## src/hw/rtl/lcac_pkg.sv

```systemverilog
// Package with the shared types, constants and key folding function of the LRU cache.
`timescale 1ns / 1ps

package lcac_pkg;

  localparam int CAPACITY  = 32;
  localparam int KEY_BYTES = 8;

  localparam int KEY_W  = 64;
  localparam int IDX_W  = (CAPACITY > 1) ? $clog2(CAPACITY) : 1;
  localparam int CNT_W  = $clog2(CAPACITY + 1);
  localparam int SIZE_W = 6;
  localparam int COST_W = 8;
  localparam int SUM_W  = 32;

  localparam logic [7:0] CHAR_UPPER_A = 8'd65;
  localparam logic [7:0] CHAR_UPPER_Z = 8'd90;
  localparam logic [7:0] CASE_BIT     = 8'd32;

  // Byte addresses of the configuration registers.
  localparam logic [3:0] ADDR_CACHE_SIZE = 4'd0;
  localparam logic [3:0] ADDR_HIT_COST   = 4'd4;
  localparam logic [3:0] ADDR_MISS_COST  = 4'd8;

  typedef logic [KEY_W-1:0]  key_t;
  typedef logic [IDX_W-1:0]  idx_t;
  typedef logic [CNT_W-1:0]  cnt_t;
  typedef logic [SIZE_W-1:0] size_t;
  typedef logic [COST_W-1:0] cost_t;
  typedef logic [SUM_W-1:0]  sum_t;

  // Control broadcast from the sequencer to every cell.
  typedef struct packed {
    logic cmp;
    logic upd;
    logic hit;
    logic size_nz;
    cnt_t keep;
    cnt_t count;
    key_t key;
  } lcac_ctrl_t;

  // Clears bytes beyond the key width and folds A to Z to lower case.
  function automatic key_t fold_key(key_t k);
    key_t       r;
    logic [7:0] b;
    r = '0;
    for (int i = 0; i < 8; i++) begin
      b = k[8*i +: 8];
      if (i >= KEY_BYTES) begin
        b = 8'd0;
      end
      if (b >= CHAR_UPPER_A && b <= CHAR_UPPER_Z) begin
        b = b ^ CASE_BIT;
      end
      r[8*i +: 8] = b;
    end
    return r;
  endfunction

  // A size above the capacity acts as the capacity.
  function automatic cnt_t eff_size(size_t cs);
    cnt_t r;
    if (int'(cs) > CAPACITY) begin
      r = cnt_t'(CAPACITY);
    end else begin
      r = cnt_t'(cs);
    end
    return r;
  endfunction

endpackage

```

## src/hw/rtl/lcac_cell.sv

```systemverilog
// One slot of the LRU chain: a stored key, its compare and its shift from the neighbor.
`timescale 1ns / 1ps

module lcac_cell (
  input  logic                clk,
  input  lcac_pkg::lcac_ctrl_t ctrl,
  input  lcac_pkg::idx_t      idx,
  input  lcac_pkg::key_t      prev_key,
  input  logic                sel_in,
  output lcac_pkg::key_t      key,
  output logic                sel_out,
  output logic                match
);
  import lcac_pkg::*;

  key_t key_r;
  key_t key_nxt;
  logic match_r;
  logic match_nxt;
  logic slot_valid;
  logic load;

  assign slot_valid = cnt_t'(idx) < ctrl.count;

  // High when the hit lies in this slot or in any older one.
  assign sel_out = sel_in | match_r;

  assign load = ctrl.upd &&
                (ctrl.hit ? sel_out : (ctrl.size_nz && cnt_t'(idx) <= ctrl.keep));

  always_comb begin
    match_nxt = match_r;
    key_nxt   = key_r;
    if (ctrl.cmp) begin
      match_nxt = slot_valid && (key_r == ctrl.key);
    end
    if (load) begin
      key_nxt = prev_key;
    end
  end

  always_ff @(posedge clk) begin
    key_r   <= key_nxt;
    match_r <= match_nxt;
  end

  assign key   = key_r;
  assign match = match_r;

endmodule

```

## src/hw/rtl/lru_cache_access_cost.sv

```systemverilog
// Top level of the fully associative LRU cache with access cost accounting.
`timescale 1ns / 1ps

// An item is accepted when start is high and busy is low. It then passes
// through ST_CMP and ST_UPD: first the case-folded key is registered, then
// the compare result in every cell, and last the chain of cells moves to
// its new LRU order and the result registers are loaded. The result strobe
// out_valid goes high in the same cycle as busy goes low again, so a new
// item can be accepted while the result is shown; a new item is not taken
// before the last one is through the compare stage and the shift stage.
// The receiver cannot stall: each result stands for exactly one cycle.
// No clearing pass runs after reset, since only slots below the fill count
// are ever compared. Configuration must be written over the APB port only
// while the block is idle; the block itself does not enforce this. Writing
// cache_size below the fill count drops the oldest entries at once.

module lru_cache_access_cost (
  input  logic        clk,
  input  logic        rst_n,
  input  logic        start,
  output logic        busy,
  input  logic [63:0] in_key,
  output logic        out_valid,
  output logic        out_hit,
  output logic [7:0]  out_access_cost,
  output logic [31:0] out_total_cost,
  input  logic        psel,
  input  logic        penable,
  input  logic        pwrite,
  input  logic [3:0]  paddr,
  input  logic [31:0] pwdata,
  output logic [31:0] prdata,
  output logic        pready
);
  import lcac_pkg::*;

  // One-hot sequencer for the three phases of an item.
  typedef enum logic [2:0] {
    ST_IDLE = 3'b001,
    ST_CMP  = 3'b010,
    ST_UPD  = 3'b100
  } state_t;

  state_t state_r;
  state_t state_nxt;

  size_t  cache_size_r;
  size_t  cache_size_nxt;
  cost_t  hit_cost_r;
  cost_t  hit_cost_nxt;
  cost_t  miss_cost_r;
  cost_t  miss_cost_nxt;
  cnt_t   count_r;
  cnt_t   count_nxt;
  sum_t   cost_sum_r;
  sum_t   cost_sum_nxt;
  key_t   key_r;
  key_t   key_nxt;

  logic   out_valid_r;
  logic   out_valid_nxt;
  logic   out_hit_r;
  logic   out_hit_nxt;
  cost_t  out_cost_r;
  cost_t  out_cost_nxt;
  sum_t   out_sum_r;
  sum_t   out_sum_nxt;

  logic   accept;
  logic   cfg_wr;
  cnt_t   size_eff;
  cnt_t   new_size;
  cnt_t   keep;
  logic   hit;
  cost_t  cost;
  logic [SUM_W:0] sum_wide;

  lcac_ctrl_t ctrl;
  key_t       cell_key [CAPACITY];
  logic       cell_sel [CAPACITY];
  logic [CAPACITY-1:0] match_vec;

  assign accept = start && !busy;
  assign busy   = (state_r != ST_IDLE);
  assign cfg_wr = psel && penable && pwrite && pready;
  assign pready = 1'b1;

  assign size_eff = eff_size(cache_size_r);
  assign new_size = eff_size(pwdata[SIZE_W-1:0]);

  // Entries kept behind the new front entry on a miss.
  assign keep = (count_r < size_eff) ? count_r : (size_eff - cnt_t'(1));

  // The hit chain runs from the oldest cell down to cell zero.
  assign hit = cell_sel[0];

  assign cost     = hit ? hit_cost_r : miss_cost_r;
  assign sum_wide = {1'b0, cost_sum_r} + {{(SUM_W + 1 - COST_W){1'b0}}, cost};

  always_comb begin
    ctrl.cmp     = (state_r == ST_CMP);
    ctrl.upd     = (state_r == ST_UPD);
    ctrl.hit     = hit;
    ctrl.size_nz = (size_eff != '0);
    ctrl.keep    = keep;
    ctrl.count   = count_r;
    ctrl.key     = key_r;
  end

  genvar g;
  generate
    for (g = 0; g < CAPACITY; g++) begin : g_cell
      key_t prev_key;
      logic sel_in;
      if (g == 0) begin : g_head
        assign prev_key = key_r;
      end else begin : g_body
        assign prev_key = cell_key[g-1];
      end
      if (g == CAPACITY - 1) begin : g_tail
        assign sel_in = 1'b0;
      end else begin : g_link
        assign sel_in = cell_sel[g+1];
      end
      lcac_cell u_cell (
        .clk      (clk),
        .ctrl     (ctrl),
        .idx      (idx_t'(g)),
        .prev_key (prev_key),
        .sel_in   (sel_in),
        .key      (cell_key[g]),
        .sel_out  (cell_sel[g]),
        .match    (match_vec[g])
      );
    end
  endgenerate

  always_comb begin
    state_nxt      = state_r;
    cache_size_nxt = cache_size_r;
    hit_cost_nxt   = hit_cost_r;
    miss_cost_nxt  = miss_cost_r;
    count_nxt      = count_r;
    cost_sum_nxt   = cost_sum_r;
    key_nxt        = key_r;
    out_valid_nxt  = 1'b0;
    out_hit_nxt    = out_hit_r;
    out_cost_nxt   = out_cost_r;
    out_sum_nxt    = out_sum_r;

    if (cfg_wr) begin
      case (paddr)
        ADDR_CACHE_SIZE: begin
          cache_size_nxt = pwdata[SIZE_W-1:0];
          if (count_r > new_size) begin
            count_nxt = new_size;
          end
        end
        ADDR_HIT_COST: begin
          hit_cost_nxt = pwdata[COST_W-1:0];
        end
        ADDR_MISS_COST: begin
          miss_cost_nxt = pwdata[COST_W-1:0];
        end
        default: begin
        end
      endcase
    end

    case (state_r)
      ST_IDLE: begin
        if (accept) begin
          key_nxt   = fold_key(in_key);
          state_nxt = ST_CMP;
        end
      end
      ST_CMP: begin
        state_nxt = ST_UPD;
      end
      ST_UPD: begin
        if (!hit && size_eff != '0) begin
          count_nxt = keep + cnt_t'(1);
        end
        if (sum_wide[SUM_W]) begin
          cost_sum_nxt = '1;
        end else begin
          cost_sum_nxt = sum_wide[SUM_W-1:0];
        end
        out_valid_nxt = 1'b1;
        out_hit_nxt   = hit;
        out_cost_nxt  = cost;
        out_sum_nxt   = cost_sum_nxt;
        state_nxt     = ST_IDLE;
      end
      default: begin
        state_nxt = ST_IDLE;
      end
    endcase
  end

  always_ff @(posedge clk) begin
    if (!rst_n) begin
      state_r      <= ST_IDLE;
      cache_size_r <= '0;
      hit_cost_r   <= cost_t'(1);
      miss_cost_r  <= cost_t'(5);
      count_r      <= '0;
      cost_sum_r   <= '0;
      out_valid_r  <= 1'b0;
    end else begin
      state_r      <= state_nxt;
      cache_size_r <= cache_size_nxt;
      hit_cost_r   <= hit_cost_nxt;
      miss_cost_r  <= miss_cost_nxt;
      count_r      <= count_nxt;
      cost_sum_r   <= cost_sum_nxt;
      out_valid_r  <= out_valid_nxt;
    end
  end

  always_ff @(posedge clk) begin
    key_r      <= key_nxt;
    out_hit_r  <= out_hit_nxt;
    out_cost_r <= out_cost_nxt;
    out_sum_r  <= out_sum_nxt;
  end

  always_comb begin
    case (paddr)
      ADDR_CACHE_SIZE: prdata = {{(32 - SIZE_W){1'b0}}, cache_size_r};
      ADDR_HIT_COST:   prdata = {{(32 - COST_W){1'b0}}, hit_cost_r};
      ADDR_MISS_COST:  prdata = {{(32 - COST_W){1'b0}}, miss_cost_r};
      default:         prdata = 32'd0;
    endcase
  end

  assign out_valid       = out_valid_r;
  assign out_hit         = out_hit_r;
  assign out_access_cost = out_cost_r;
  assign out_total_cost  = out_sum_r;

  // Each accepted item yields its result strobe.
  a_result_latency: assert property (@(posedge clk) disable iff (!rst_n)
    accept |-> ##3 out_valid_r)
    else $error("result strobe missing three cycles after an accepted item");

  // The fill count never exceeds the size in effect.
  a_count_fits: assert property (@(posedge clk) disable iff (!rst_n)
    count_r <= size_eff)
    else $error("fill count exceeds the configured cache size");

  // Stored keys are unique, so at most one cell can match.
  a_single_match: assert property (@(posedge clk) disable iff (!rst_n)
    (state_r == ST_UPD) |-> $onehot0(match_vec))
    else $error("more than one cell matched the key");

  // The running total never goes down.
  a_sum_monotone: assert property (@(posedge clk) disable iff (!rst_n)
    1'b1 |=> cost_sum_r >= $past(cost_sum_r))
    else $error("running total cost decreased");

endmodule
```

## config.mk

```make
export PLATFORM = sky130hd
export DESIGN_NAME = lru_cache_access_cost
export DESIGN_NICKNAME = d
export VERILOG_FILES = /design/src/hw/rtl/lcac_pkg.sv /design/src/hw/rtl/lcac_cell.sv /design/src/hw/rtl/lru_cache_access_cost.sv
export SDC_FILE = /design/constraint.sdc
export NUM_CORES = 2
export LEC_CHECK = 0
export BUFFER_PORTS_ARGS = -buffer_cell sky130_fd_sc_hd__buf_2
export CAP_MARGIN = 10
export CORE_AREA = 2 2 555 695
export DETAILED_ROUTE_END_ITERATION = 12
export DIE_AREA = 0 0 557 697
export PLACE_DENSITY = 0.39
export REMOVE_ABC_BUFFERS = 1
export SYNTH_ARGS = -nofsm -noshare
export SYNTH_HDL_FRONTEND = slang
export SYNTH_SLANG_ARGS = --single-unit
```

## constraint.sdc

```tcl
create_clock -name clk -period 6.85 [get_ports clk]
set_input_delay 1.37 -clock clk [delete_from_list [all_inputs] [get_ports clk]]
set_output_delay 1.37 -clock clk [all_outputs]
set_load 0.01 [all_outputs]
```

# == After elaboration in Yosys (flattened, before gate mapping) ==
# Index checks and enable logic that the tools add are counted.
# word_totals
regBits,2249
latchBits,0
ramBits,0
rom_bits,0
output_inout_bits,76
word_cells,410
memories,0
# classes
addsub,3
mul,0
div_mod_pow,0
magnitude_cmp,84
n_eq_ne,39
shift,0
muxes,54
bitwise_logic,39
reduce_logical,116
# ops
operator,count
$eq A64 B64 Y1,32
$logic_and A1 B1 Y1,108
$le A5 B6 Y1 const A,16
$lt A5 B6 Y1 const A,16
$mux W6,16
$ge A8 B7 Y1 const B,8
$le A8 B7 Y1 const B,8
$le A4 B6 Y1 const A,8
$lt A4 B6 Y1 const A,8
$add A32 B8 Y33,1
$mux W1,33
$mux W32,1
$or A1 B1 Y1,31
$le A3 B6 Y1 const A,4
$lt A3 B6 Y1 const A,4
$pmux W8 S3,1
$gt A6 B6 Y1 const B,2
$le A1 B6 Y1 const A,2
$le A2 B6 Y1 const A,2
$lt A1 B6 Y1 const A,2
$lt A2 B6 Y1 const A,2
$mux W8,1
$not A1 Y1,8
$reduce_and A2 Y1,4
other kinds (16),17

# == Depth between registers and ports, before layout ==
# logic_depth
ltp_word,35
depth_mapped,16
mapped_depth_nobuf,14

# == Cells and area by module ==
# From an unflattened synthesis, not the netlist that was laid out.
# unflattened
hier_cells,7379
area_unflattened_um2,103375.4
# by_module_without_submodules
module,n_inst,cells_each,area_per_inst_um2
lcac_cell (g_cell[0].u_cell ...),20,210,2995.4
lcac_cell (g_cell[28].u_cell ...),12,204,2947.8
lru_cache_access_cost,1,731,8094.0

# == Worst setup path before layout ==
# Ideal clock, no wire load.
# synth_timing
path_type,flip-flop to flip-flop
startpoint,register cache_size_r[5]
endpoint,register g_cell[27].u_cell.key_r[0] (enable)
setup_time_ps,574
arrival_ps,7042
required_time_ps,6276
path_slack_ps,-766
path_stages_with_launch,14
period_less_slack_ps,7616
cell_sequence,dfxtp_1 > buf_4 > or2b_1 > ha_1 > o21ai_0 > o21ai_2 > nand2_1 > o21ai_0 > ha_1 > clkbuf_1 > inv_1 > nor3_1 > a221oi_1 > o21ai_0
# synth_via
elab_chain_len,8
elab_cells_between_ends,10
classes_between,1 x add/sub; 3 x order compare; 3 x mux; 3 x reduce/logical
# synth_lines
item,line,text
"start, declared",lru_cache_access_cost.sv:47,size_t cache_size_r;
"start signal, assigned",lru_cache_access_cost.sv:212,cache_size_r <= cache_size_nxt;
$gt A6 B6 Y1,lcac_pkg.sv:64,if (int'(cs) > CAPACITY) begin
$mux W6 (*),lcac_pkg.sv:64,
$sub A6 B1 Y6 or $lt A6 B6 Y1 (tied branches),lru_cache_access_cost.sv:92,assign keep = (count_r < size_eff) ? count_r : (size_eff - cnt_t'(1));
$mux W6,lru_cache_access_cost.sv:92,
$le A5 B6 Y1,lcac_cell.sv:29,(ctrl.hit ? sel_out : (ctrl.size_nz && cnt_t'(idx) <= ctrl.keep));
$logic_and A1 B1 Y1 (*),lcac_cell.sv:29,
$mux W1 (*),lcac_cell.sv:29,
$logic_and A1 B1 Y1 (*),lcac_cell.sv:28,assign load = ctrl.upd &&
named net g_cell[27].u_cell.load,lcac_cell.sv:21,logic load;
"end signal, assigned",lcac_cell.sv:43,key_r <= key_nxt;
"end, declared",lcac_cell.sv:16,key_t key_r;
# The timed path passes the listed nets; every way through them passes the cells marked *.
# A chain may end at the register's enable or synchronous reset.

# == Worst setup path in the final report ==
# layout_timing
startpoint,register cache_size_r[5]
endpoint,register g_cell[11].u_cell.key_r[43] (enable)
# layout_via
elab_chain_len,8
elab_cells_between_ends,10
classes_between,1 x add/sub; 3 x order compare; 3 x mux; 3 x reduce/logical
# layout_lines
item,line
$gt A6 B6 Y1,lcac_pkg.sv:64
$mux W6 (*),lcac_pkg.sv:64
$sub A6 B1 Y6 or $lt A6 B6 Y1 (tied branches),lru_cache_access_cost.sv:92
$mux W6,lru_cache_access_cost.sv:92
$le A4 B6 Y1,lcac_cell.sv:29
$logic_and A1 B1 Y1 (*),lcac_cell.sv:29
$mux W1 (*),lcac_cell.sv:29
$logic_and A1 B1 Y1 (*),lcac_cell.sv:28
named net g_cell[11].u_cell.load,lcac_cell.sv:21
"end signal, assigned",lcac_cell.sv:43
"end, declared",lcac_cell.sv:16
# Marked as above.

==> results.cfg <==
[worst_setup_path]
worstSetupEndpointType = register
worstSetupStartpointType = register
path_cells = inv_1 > ha_1 > o21ai_1 > o21bai_1 > nand2_1 > o21ai_0 > ha_1 > inv_1 > a311oi_1 > o21ai_0 > a31oi_4 > buf_4
cp_slowest_stage_delay_ns = 0.71
worstRegToRegCells = 12
crit_buf_inv = 3
slowest_stage = dfxtp_1
cp.required_ns = 7.37
crit_fanout = 64
crit_type = reg2reg
cp_num_cells = 12
critPathArrivalTime_ns = 5.89
crit_family = compound AO/OA/AOI/OAI gates

[final_layout]
num-fill-cells = 38100
areaGrowthSynthToFinish_pct = 17.0
drive_gt1_frac = 0.114
nets = 6473
stdcell_count = 11700
seq_area_um2 = 66900
multi_input_area_um2 = 26800

[sta]
drv_slew = 0
slew_headroom = 0.186
worst_pin_slew_ns = 1.22
fin_ws_ns = 1.48
period_needed_ns = 5.37
setup_violations = 0
max_freq_ghz = 0.186
skew_ns = 0.0547
finalCritPeriodShare = 0.784
final_hold_viol_count = 0
rsz0062_at_grt = false

[synthesis]
synth-edff-count = 2185
synth_seq_area_share = 0.703
synth-simple-area-share = 0.0626
synth_compound_area_frac = 0.0245
synth-xor-area-share = 0.183
syn_avg_cell_area_um2 = 15.7
yosys-top-cells-area = edfxtp_1 69%, xnor2_1 9.7%, xor2_1 8.5%
synth_fa_ha_area_frac = 0.00337
synth_cell_types = 86
netlist.area_leader.share = 0.690
synthFlopType = edfxtp_1
syn_inst = 6050
synthMuxAreaShare = 0.00388
async_flop_share = 0
ys_ff_latch = 2249
synth_top_family_by_area = XOR/XNOR gates
ys_warn_count = 0
syn_area_um2 = 95100
synth_top_cell_by_area = edfxtp_1

[placed_design]
dp.cells = 11200
hpwlAfterDp_mm = 286
preCtsSetupSlack_ns = 1.63
gp_congestion = 0.872
port_buffers = 132

[clock_network]
cts_buffers = 271
clockBufferDepth = 4
cts_tree = built
cts.sinks = 2249
cts-resized-gates = 0
cts_hold_buffers = 0
clockRootBuffer = clkbuf_16
path_clk_slew_ns = 0.06
clock_latency_ns = 0.92
h-tree-depth = 5
post-cts-setup-buffers = 0

[global_routing]
grt_pass1_wl_mm = 537
grt_max_degree = 79
grt_pass1_vias = 55400
overflow = 0
antenna_found_initial = 13
grtUsageTotal = 0.206

[job]
drv_cap = 0

[power_and_ir_drop]
power_density_nw_per_um2 = 279
vdd_drop_max_mv = 0.176
finalPower_w = 0.0310
p_leak_nw = 34.6

[detailed_routing]
firstDrtPassIters = 6
drt-total-wl_mm = 410
via_count = 54700
viasPerCell = 4.69
wl_per_cell_um = 35.2
route.detailed.drc = 0
drtIter0Drc = 6057
postRouteAntennaNets = 0

[floorplanning]
design.core.area_um2 = 382000
start_util = 0.249
die_h_um = 697
rows = 254
die_w_um = 557
io_pins = 182
die-area_um2 = 388000

[run_status]
outcome = finished clean

[min_path]
hold_depth = 0
holdCritPathClass = reg2reg
[final timing paths]
check        slack, ns                             endpoint                           startpoint
max               1.48  g_cell[11].u_cell.key[43]$_DFFE_PP_         cache_size_r[5]$_SDFFE_PN0P_
min               0.45  g_cell[22].u_cell.key[43]$_DFFE_PP_  g_cell[21].u_cell.key[43]$_DFFE_PP_
max reg2reg       1.48  g_cell[11].u_cell.key[43]$_DFFE_PP_         cache_size_r[5]$_SDFFE_PN0P_
min reg2reg       0.45  g_cell[22].u_cell.key[43]$_DFFE_PP_  g_cell[21].u_cell.key[43]$_DFFE_PP_
[routing by layer]
metal	wire (µm)	vias up	global-route usage
li1	-	23000	-
met1	161000	29000	0.246
met2	215000	2082	0.377
met3	18300	643	0.0253
met4	16100	10	0.0729
met5	67	-	0
[kinds of logic after synthesis]
| kind of cell | count (synthesis) |
|---|---|
| flip-flops | 2249 |
| XOR/XNOR | 1983 |
| AND/OR/NAND/NOR | 1010 |
| buffers and inverters | 412 |
| AO/OA/AOI/OAI | 334 |
| multiplexers | 35 |
| adder cells (fa/ha/maj) | 25 |
| other | 2 |
[layout make-up]
class,count,share of cell area
tap,5120,0.0575
inverter,90,0.00305
sequential,2249,0.601
antenna,9,0.000202
clock inverter,125,0.00932
clock buffer,345,0.0650
timing repair buffer,318,0.0229
multi-input combinational,3412,0.241
[synth_stat cells, types with 18 or more instances]
library cell and number:
edfxtp_1 2185, xnor2_1 1055, xor2_1 928, nor4_1 313, nand4_1 310, buf_2 169, inv_1 90, nand2_1 83
nor2_1 73, nor3_1 71, clkbuf_1 68, dfxtp_1 64, buf_1 55, o21ai_0 55, o22ai_1 53, a21oi_1 47
nand3_1 39, buf_4 28, and3_1 25, ha_1 24, mux2i_1 22, a31oi_1 20, a221oi_1 18
[cells in the final DEF, fill, tap and decap left out, types with 12 or more instances in the layout]
cell / Yosys / layout
bufinv_16: 0 / 13
nand4_1: 310 / 310
nor2_1: 73 / 72
o21ai_0: 55 / 48
edfxtp_1: 2185 / 2185
inv_6: 0 / 14
conb_1: 2 / 25
clkbuf_16: 0 / 278
clkinv_2: 0 / 31
buf_2: 169 / 132
mux2i_1: 22 / 22
clkinv_1: 0 / 56
or4_1: 13 / 13
xnor2_1: 1055 / 1055
nand2_1: 83 / 78
xor2_1: 928 / 928
mux2_2: 12 / 12
o2111ai_1: 15 / 15
nand2b_1: 17 / 17
nand3_1: 39 / 38
a221oi_1: 18 / 18
a211oi_1: 14 / 14
a31oi_1: 20 / 19
a21oi_1: 47 / 43
nor4_1: 313 / 313
inv_1: 90 / 89
nor3_1: 71 / 70
o22ai_1: 53 / 39
o22ai_4: 0 / 14
and4_1: 14 / 14
ha_1: 24 / 24
buf_12: 0 / 39
dfxtp_1: 64 / 63
clkbuf_1: 68 / 64
and3_1: 25 / 25
buf_4: 28 / 146
[metrics by stage]
stage / setup TNS [ns] / hold slack [ns] / util / cell area [µm²]
6_report: 0 / 0.452 / 0.292 / 111000
3_5_place_dp: 0 / 0.455 / 0.270 / 103000
3_3_place_gp: 0 / 0.451 / 0.270 / 103000
2_1_floorplan: -315.06 / 0.426 / - / 93700
5_1_grt: 0 / 0.467 / 0.292 / 111000
4_1_cts: 0 / 0.449 / 0.292 / 111000
[state kept, by name, indices dropped and copies added, names as in the netlist]
name and flops:
out_valid 1, g_cell.u_cell.match 32, g_cell.prev_key 64, g_cell.u_cell.key 2048
miss_cost_r 8, cost_sum_r 32, state_r 3, out_total_cost 32
out_access_cost 8, out_hit 1, cache_size_r 6, hit_cost_r 8
count_r 6
[worst register-to-register path, stage by stage, from the launching register on]
cell,delay (ns)
dfxtp_1,0.71
inv_1,0.20
ha_1,0.32
o21ai_1,0.08
o21bai_1,0.40
nand2_1,0.32
o21ai_0,0.41
ha_1,0.65
inv_1,0.15
a311oi_1,0.29
o21ai_0,0.36
a31oi_4,0.34
buf_4,0.66
[report_power, final]
group	internal, W	leakage, nW	switching [W]	total (W)
Clock	0.00796	4.03	0.00607	0.0140
Sequential	0.0149	20.2	0.0000768	0.0150
Combinational	0.000575	10.4	0.00140	0.00197
(Power assumes the default switching activity.)
